File: src/hdl/pgs_rle_pixel_decoder_core_defines.svh
// ----------------------------------------------------------------------------
// pgs_rle_pixel_decoder_core_defines
// Assertion macros used by the decoder core.
// ----------------------------------------------------------------------------
`ifndef PGS_RLE_PIXEL_DECODER_CORE_DEFINES_SVH
`define PGS_RLE_PIXEL_DECODER_CORE_DEFINES_SVH

// same-cycle implication, quiet during reset
`define PGS_ASSERT_NOW(label, clk, rst, a, c, msg) \
  label: assert property (@(posedge clk) disable iff (rst) (a) |-> (c)) else $error(msg);

// next-cycle implication, quiet during reset
`define PGS_ASSERT_NEXT(label, clk, rst, a, c, msg) \
  label: assert property (@(posedge clk) disable iff (rst) (a) |=> (c)) else $error(msg);

`endif

File: src/hdl/pgs_rle_pkg.sv
// ----------------------------------------------------------------------------
// pgs_rle_pkg
// Types and constants for the PGS run-length pixel decoder.
// ----------------------------------------------------------------------------
package pgs_rle_pkg;

  localparam int MAX_DIMENSION   = 4096;
  localparam int PALETTE_ENTRIES = 256;
  localparam int DIM_W           = $clog2(MAX_DIMENSION);
  localparam int ADDR_W          = 2 * DIM_W;
  localparam int RUN_W           = 14;
  localparam int PAL_W           = $clog2(PALETTE_ENTRIES);

  localparam logic [1:0] OP_DATA    = 2'd0;
  localparam logic [1:0] OP_PALETTE = 2'd1;
  localparam logic [1:0] OP_OBJECT  = 2'd2;

  localparam logic [1:0] REG_CANVAS_WIDTH  = 2'd0;
  localparam logic [1:0] REG_CANVAS_HEIGHT = 2'd1;

  localparam logic [DIM_W-1:0] WIDTH_RESET  = DIM_W'(1920);
  localparam logic [DIM_W-1:0] HEIGHT_RESET = DIM_W'(1080);

  localparam logic [7:0] CODE_KIND_MASK = 8'hC0;
  localparam logic [1:0] KIND_ZSHORT    = 2'b00;
  localparam logic [1:0] KIND_ZLONG     = 2'b01;
  localparam logic [1:0] KIND_CSHORT    = 2'b10;
  localparam logic [1:0] KIND_CLONG     = 2'b11;

  typedef enum logic [2:0] {
    PH_IDLE,
    PH_ESC,
    PH_ZLONG,
    PH_CSHORT,
    PH_CLONG,
    PH_CINDEX
  } phase_t;

  typedef struct packed {
    logic [1:0]       op;
    logic [7:0]       data_byte;
    logic             last_byte;
    logic [7:0]       palette_index;
    logic [7:0]       palette_gray;
    logic [DIM_W-1:0] object_x;
    logic [DIM_W-1:0] object_y;
  } in_item_t;

  typedef struct packed {
    logic [ADDR_W-1:0] pixel_address;
    logic [7:0]        pixel_value;
    logic [RUN_W-1:0]  run_length;
  } out_item_t;

  typedef struct packed {
    logic      emit;
    out_item_t item;
  } run_t;

endpackage

File: src/hdl/pgs_rle_decode.sv
// ----------------------------------------------------------------------------
// pgs_rle_decode
// Byte-wise RLE code state machine and run placement on the canvas.
// ----------------------------------------------------------------------------
module pgs_rle_decode (
  input  logic                           clk,
  input  logic                           rst,
  input  logic                           advance,
  input  pgs_rle_pkg::in_item_t          item,
  input  logic [7:0]                     pal_gray,
  input  logic [pgs_rle_pkg::DIM_W-1:0]  stride,
  input  logic [pgs_rle_pkg::ADDR_W-1:0] area_end,
  output pgs_rle_pkg::run_t              run
);

  localparam int AW = pgs_rle_pkg::ADDR_W;
  localparam int RW = pgs_rle_pkg::RUN_W;

  pgs_rle_pkg::phase_t phase, phase_next;
  logic [7:0]    code_byte, code_byte_next;
  logic [RW-1:0] run_count, run_count_next;
  logic [AW-1:0] line_start, line_start_next;
  logic [AW-1:0] write_addr, write_addr_next;

  logic          req;
  logic [RW-1:0] req_len;
  logic [7:0]    req_value;
  logic [AW-1:0] remain;
  logic [AW:0]   end_sum;
  logic [AW:0]   line_sum;
  logic [AW:0]   obj_pos;
  logic [RW-1:0] long_len;

  assign long_len = {code_byte[5:0], item.data_byte};
  assign line_sum = {1'b0, line_start} + (AW+1)'(stride);
  assign obj_pos  = (AW+1)'(item.object_y) * (AW+1)'(stride) + (AW+1)'(item.object_x);

  // next state
  always_comb begin
    phase_next      = phase;
    code_byte_next  = code_byte;
    run_count_next  = run_count;
    line_start_next = line_start;
    req             = 1'b0;
    req_len         = '0;
    req_value       = '0;
    case (item.op)
      pgs_rle_pkg::OP_DATA: begin
        case (phase)
          pgs_rle_pkg::PH_IDLE: begin
            if (item.data_byte != 8'd0) begin
              req       = 1'b1;
              req_len   = RW'(1);
              req_value = pal_gray;
            end else begin
              phase_next = pgs_rle_pkg::PH_ESC;
            end
          end
          pgs_rle_pkg::PH_ESC: begin
            phase_next = pgs_rle_pkg::PH_IDLE;
            if (item.data_byte == 8'd0) begin
              // end of line: drop one canvas row, saturate at canvas end
              line_start_next = (line_sum > {1'b0, area_end}) ? area_end
                                                              : line_sum[AW-1:0];
            end else begin
              code_byte_next = item.data_byte;
              case (item.data_byte[7:6])
                pgs_rle_pkg::KIND_ZLONG:  phase_next = pgs_rle_pkg::PH_ZLONG;
                pgs_rle_pkg::KIND_CSHORT: phase_next = pgs_rle_pkg::PH_CSHORT;
                pgs_rle_pkg::KIND_CLONG:  phase_next = pgs_rle_pkg::PH_CLONG;
                default: begin
                  req     = 1'b1;
                  req_len = RW'(item.data_byte);
                end
              endcase
            end
          end
          pgs_rle_pkg::PH_ZLONG: begin
            phase_next = pgs_rle_pkg::PH_IDLE;
            req        = 1'b1;
            req_len    = long_len;
          end
          pgs_rle_pkg::PH_CSHORT: begin
            phase_next = pgs_rle_pkg::PH_IDLE;
            req        = 1'b1;
            req_len    = RW'(code_byte[5:0]);
            req_value  = pal_gray;
          end
          pgs_rle_pkg::PH_CLONG: begin
            phase_next     = pgs_rle_pkg::PH_CINDEX;
            run_count_next = long_len;
          end
          pgs_rle_pkg::PH_CINDEX: begin
            phase_next = pgs_rle_pkg::PH_IDLE;
            req        = 1'b1;
            req_len    = run_count;
            req_value  = pal_gray;
          end
          default: phase_next = pgs_rle_pkg::PH_IDLE;
        endcase
        // truncated code at the object's end is dropped
        if (item.last_byte) begin
          phase_next = pgs_rle_pkg::PH_IDLE;
        end
      end
      pgs_rle_pkg::OP_OBJECT: begin
        phase_next      = pgs_rle_pkg::PH_IDLE;
        code_byte_next  = '0;
        run_count_next  = '0;
        line_start_next = (obj_pos > {1'b0, area_end}) ? area_end : obj_pos[AW-1:0];
      end
      default: ;
    endcase
  end

  // run placement and clamping
  always_comb begin
    remain          = area_end - write_addr;
    end_sum         = {1'b0, write_addr} + (AW+1)'(req_len);
    run.emit        = 1'b0;
    run.item.pixel_address = write_addr;
    run.item.pixel_value   = req_value;
    run.item.run_length    = req_len;
    write_addr_next = write_addr;
    if (line_start_next != line_start || (item.op == pgs_rle_pkg::OP_OBJECT) ||
        (item.op == pgs_rle_pkg::OP_DATA && phase == pgs_rle_pkg::PH_ESC &&
         item.data_byte == 8'd0)) begin
      write_addr_next = line_start_next;
    end else if (req && req_len != '0 && write_addr < area_end) begin
      run.emit = 1'b1;
      if (AW'(req_len) > remain) begin
        run.item.run_length = remain[RW-1:0];
      end
      write_addr_next = (end_sum > {1'b0, area_end}) ? area_end : end_sum[AW-1:0];
    end
  end

  always_ff @(posedge clk) begin
    if (rst) begin
      phase      <= pgs_rle_pkg::PH_IDLE;
      code_byte  <= '0;
      run_count  <= '0;
      line_start <= '0;
      write_addr <= '0;
    end else if (advance) begin
      phase      <= phase_next;
      code_byte  <= code_byte_next;
      run_count  <= run_count_next;
      line_start <= line_start_next;
      write_addr <= write_addr_next;
    end
  end

endmodule

File: src/hdl/pgs_rle_pixel_decoder_core.sv
// ----------------------------------------------------------------------------
// pgs_rle_pixel_decoder_core
// PGS subtitle RLE decoder: palette, input register, decode, result register.
// ----------------------------------------------------------------------------
// Path: an accepted input goes into the input register with the palette read,
// then is decoded into the result register.
// Throughput: one item per cycle; a stalled result holds the input register.
// Reset: synchronous, active high; clears decode state, addresses and canvas
// registers (1920 x 1080). Palette contents stay undefined until written.
`include "pgs_rle_pixel_decoder_core_defines.svh"

module pgs_rle_pixel_decoder_core (
  input  logic                   clk,
  input  logic                   rst,
  input  logic                   in_valid,
  output logic                   in_ready,
  input  pgs_rle_pkg::in_item_t  in_data,
  output logic                   out_valid,
  input  logic                   out_ready,
  output pgs_rle_pkg::out_item_t out_data,
  input  logic                   cfg_write,
  input  logic [1:0]             cfg_index,
  input  logic [pgs_rle_pkg::DIM_W-1:0] cfg_data
);

  localparam int DW = pgs_rle_pkg::DIM_W;

  logic [7:0] palette [pgs_rle_pkg::PALETTE_ENTRIES];

  logic [DW-1:0]                  stride;
  logic [DW-1:0]                  rows;
  logic [pgs_rle_pkg::ADDR_W-1:0] area_end;

  pgs_rle_pkg::in_item_t s1_item;
  logic                  s1_valid;
  logic [7:0]            pal_gray;
  logic                  accept;
  logic                  advance;
  pgs_rle_pkg::run_t     run;

  assign advance  = s1_valid && (!out_valid || out_ready);
  assign in_ready = !s1_valid || advance;
  assign accept   = in_valid && in_ready;

  always_ff @(posedge clk) begin
    if (rst) begin
      stride <= pgs_rle_pkg::WIDTH_RESET;
      rows   <= pgs_rle_pkg::HEIGHT_RESET;
    end else if (cfg_write) begin
      case (cfg_index)
        pgs_rle_pkg::REG_CANVAS_WIDTH:  stride <= cfg_data;
        pgs_rle_pkg::REG_CANVAS_HEIGHT: rows   <= cfg_data;
        default: ;
      endcase
    end
  end

  // canvas size held in a register behind the width and height registers
  always_ff @(posedge clk) begin
    area_end <= {{DW{1'b0}}, stride} * {{DW{1'b0}}, rows};
  end

  // palette write and read both at acceptance, so order is kept
  always_ff @(posedge clk) begin
    if (accept) begin
      if (in_data.op == pgs_rle_pkg::OP_PALETTE) begin
        palette[in_data.palette_index] <= in_data.palette_gray;
      end
      pal_gray <= palette[in_data.data_byte];
      s1_item  <= in_data;
    end
  end

  always_ff @(posedge clk) begin
    if (rst) begin
      s1_valid <= 1'b0;
    end else if (accept) begin
      s1_valid <= 1'b1;
    end else if (advance) begin
      s1_valid <= 1'b0;
    end
  end

  pgs_rle_decode u_decode (
    .clk      (clk),
    .rst      (rst),
    .advance  (advance),
    .item     (s1_item),
    .pal_gray (pal_gray),
    .stride   (stride),
    .area_end (area_end),
    .run      (run)
  );

  always_ff @(posedge clk) begin
    if (rst) begin
      out_valid <= 1'b0;
    end else if (advance) begin
      out_valid <= run.emit;
    end else if (out_ready) begin
      out_valid <= 1'b0;
    end
  end

  always_ff @(posedge clk) begin
    if (advance && run.emit) begin
      out_data <= run.item;
    end
  end

  `PGS_ASSERT_NOW(a_run_nonzero, clk, rst, out_valid, out_data.run_length != '0, "zero-length run emitted")
  `PGS_ASSERT_NOW(a_ready_when_empty, clk, rst, !s1_valid, in_ready, "input blocked with empty stage")
  `PGS_ASSERT_NEXT(a_stage_holds, clk, rst, s1_valid && out_valid && !out_ready, s1_valid, "stalled item lost")

endmodule

File: config.mk
export PLATFORM = sky130hd
export DESIGN_NAME = pgs_rle_pixel_decoder_core
export DESIGN_NICKNAME = d
export VERILOG_FILES = /design/src/hdl/pgs_rle_pkg.sv /design/src/hdl/pgs_rle_decode.sv /design/src/hdl/pgs_rle_pixel_decoder_core.sv
export VERILOG_INCLUDE_DIRS = /design/src /design/src/hdl
export SDC_FILE = /design/constraint.sdc
export NUM_CORES = 2
export LEC_CHECK = 0
export ABC_AREA = 1
export BUFFER_PORTS_ARGS = -buffer_cell sky130_fd_sc_hd__buf_2
export CORE_UTILIZATION = 49
export CTS_BUF_LIST = sky130_fd_sc_hd__clkbuf_2
export DETAILED_ROUTE_END_ITERATION = 6
export SYNTH_ARGS = -nofsm -noshare
export SYNTH_HDL_FRONTEND = slang
export SYNTH_SLANG_ARGS = --single-unit
File: constraint.sdc
create_clock -name clk -period 7.6 [get_ports clk]
set_input_delay 1.14 -clock clk [delete_from_list [all_inputs] [get_ports clk]]
set_output_delay 1.14 -clock clk [all_outputs]
set_load 0.02 [all_outputs]
==> impl_metrics.py <==
metrics = {
    "worst_setup_path": {
        "slowest_delay_ns": 0.59,
        "cp_num_buf_inv": 8,
        "cpMostUsedCell": "nand2_1",
        "critPathTopFamily": "adder cells",
        "crit_slowest_cell": "fa_1",
        "endpoint_kind": "register",
        "required_ns": 9.34,
        "cp_max_fo": 24,
        "critPathKind": "register to register",
        "cp.arrival_ns": 8.73,
        "startpoint_type": "register",
    },
    "timing": {
        "drv_slew": 0,
        "skew_ns": 0.258,
        "slew_headroom": 0.150,
        "max_freq_mhz": 143,
        "grt_setup_unrepaired": "false",
        "setup_tns_ns": 0,
        "hold_viol": 0,
        "fin_crit_ns": 6.99,
        "worstMarginPinSlew_ns": 1.28,
        "post-route-period-util": 0.919,
        "setup_viol": 0,
    },
    "layout": {
        "drive_gt1_frac": 0.113,
        "instances_no_fill": 13500,
        "synthToLayoutAreaGrowth_pct": 8.74,
        "final_cell_mix": "edfxtp_1, nor2_1, o21ai_0, nand2_1, clkbuf_2",
        "nets": 10900,
        "fin_util": 0.538,
        "final_common_cell": "edfxtp_1",
        "fillers": 19100,
    },
    "floorplanning": {
        "row_count": 170,
        "die_area_mm2": 0.219,
        "die_w_um": 468,
        "io_pins": 118,
        "core_area_mm2": 0.215,
        "die_y_um": 468,
        "start_util": 0.495,
    },
    "pwr": {
        "power_leakage_nw": 43.8,
        "p_per_area_mw_per_mm2": 259,
        "irDropWorstVdd_mv": 0.274,
    },
    "clock_tree": {
        "root_buffer": "clkbuf_2",
        "numCtsBuffers": 594,
        "clockBufferDepth": 4,
        "cts_tree": "done",
        "cts_max_level": 6,
        "path_clk_slew_ns": 0.10,
        "clock_sinks": 2258,
        "worstSkewPairLatency_ns": 1.94,
    },
    "min_path": {
        "hold_path_class": "input pin to register",
    },
    "routing": {
        "drt-initial-drc-count": 8388,
        "drcViolationCount": 0,
        "via_per_inst": 5.83,
        "wl_um": 328000,
        "drtAntennaViolNets": 0,
        "wl_per_cell_um": 24.2,
        "vias": 79000,
        "first_pass_iters": 6,
    },
    "synthesis": {
        "syn-num-nets": 10500,
        "ys_seq_elements": 2258,
        "netlist_area_mm2": 0.107,
        "yosys_warnings": 0,
        "synthDistinctLibCells": 48,
        "yosysSeqAreaShare": 0.625,
        "synthCells": 9952,
        "synth.avg_cell_area_um2": 10.7,
    },
    "grt": {
        "grt_overflow_total": 0,
        "grt_pass1_wl_um": 486000,
        "grt_max_degree": 207,
        "grt_pass1_vias": 76900,
        "grtUsageTotal": 0.296,
        "antenna_found_initial": 14,
    },
    "placement": {
        "dpl.hpwl_um": 196000,
        "portBuffers": 117,
        "dp.cells": 12400,
        "place_congestion": 0.985,
    },
    "outcome": {
        "outcome": "finished clean",
    },
    "run": {
        "cap_violations": 0,
    },
}
[final cells by class]
class | instances | area, um2 | share of cell area
flip-flops and latches | 2258 | 66600 | 0.574
well taps | 2838 | 3550 | 0.0306
multi-input cells | 6319 | 34700 | 0.299
clock inverters | 111 | 626 | 0.00540
inverters | 769 | 2910 | 0.0251
clock buffers | 853 | 4270 | 0.0368
diodes | 20 | 50.0 | 0.000432
repair buffers | 365 | 3210 | 0.0277
[path summary, 6_finish.rpt]
kind / from / end / slack [ns] / depth (start not counted)
worst max register to register: stride[6] / u_decode.write_addr[14] / 0.61 / 32
worst min-delay path: in_data[30] / palette[142][6] / 0.23 / 2
worst min register to register: u_decode.code_byte[5] / u_decode.run_count[13] / 0.46 / 2
worst max-delay path: stride[6] / u_decode.write_addr[14] / 0.61 / 32
[worst register-to-register path: cells and delay by family, from the launching register on]
| family | cells | cell delay [ns] |
|---|---|---|
| fa+ha+maj | 7 | 3.06 |
| simple gates | 15 | 1.57 |
| buf+inv | 8 | 0.93 |
| flops | 1 | 0.53 |
| xor+xnor | 1 | 0.47 |
| compound gates | 1 | 0.35 |
[cells in the mapped netlist, drive strengths merged]
master,instances,share of area
o31ai,2,0.00014
nand3,424,0.020
xnor2,18,0.0015
a21boi,2,0.00014
o211ai,9,0.00063
nor4,11,0.00065
nand2,1261,0.045
xor2,63,0.0052
edfxtp,2137,0.60
a21oi,225,0.011
clkinv,4,0.00014
inv,765,0.027
and3b,1,0.000082
and3,7,0.00041
nand2b,2,0.00012
nor3b,4,0.00028
ha,273,0.032
o41ai,1,0.000082
and2,3,0.00018
o21bai,1,0.00011
o21ai,1360,0.064
a21o,7,0.00049
nor3,24,0.0012
o21a,2,0.00014
buf,172,0.0080
a31oi,11,0.00065
a211oi,10,0.00070
or3,1,0.000059
clkbuf,434,0.015
o22ai,623,0.037
nand4,57,0.0033
dfxtp,121,0.023
fa,215,0.040
nor2,1686,0.060
nand3b,8,0.00056
or2,8,0.00047
[routing by layer]
layer	vias to the layer above	wire [um]	track usage
met4	2	14000	0.132
met5	-	13	0
met2	3794	153000	0.469
met1	38600	132000	0.395
met3	732	28700	0.0609
li1	35800	-	-
[metrics by stage]
step / hold slack (ns) / area, um2 / setup slack, ns / total power, mW
after floorplan: 0.403 / 107000 / 1.13 / 18.9
after global placement: 0.440 / 110000 / 0.376 / 22.0
after detailed placement: 0.455 / 110000 / 0.393 / 22.0
after CTS: 0.00796 / 116000 / 0.280 / 30.1
after global routing: 0.0398 / 116000 / 0.0358 / 31.7
final: 0.228 / 116000 / 0.614 / 30.0
[cells by family (layout without fill, tap and decap cells)]
kind of cell / after synthesis / in the layout / synth area share
AND/OR/NAND/NOR: 3497 / 3497 / 0.132
flip-flops: 2258 / 2258 / 0.625
AO/OA/AOI/OAI: 2253 / 2253 / 0.114
buffers and inverters: 1375 / 2098 / 0.0503
adder cells (fa/ha/maj): 488 / 488 / 0.0724
XOR/XNOR: 81 / 81 / 0.00665
other: 0 / 20 / 0
[timing repair]
item                       4_1_cts  5_1_grt
hold endpoints to repair       921        0
hold buffers                   115        0
setup buffers                    0        7
setup endpoints to repair        0       46
resized for setup                0       12
[flip-flops by register name, summed over array words and instances (netlist names)]
signal / cells
palette: 2048
out_data: 46
s1_item: 35
area_end: 24
u_decode.line_start: 24
u_decode.write_addr: 24
u_decode.run_count: 14
rows: 12
stride: 12
pal_gray: 8
u_decode.code_byte: 6
u_decode.phase: 3
out_valid: 1
s1_valid: 1
[power by group]
| group | switching [mW] | internal, mW |
|---|---|---|
| logic | 5.42 | 2.49 |
| registers | 0.237 | 13.7 |
| clock network | 4.98 | 3.19 |
| total | 10.6 | 19.4 |
Power figures use the tool's default switching activity.
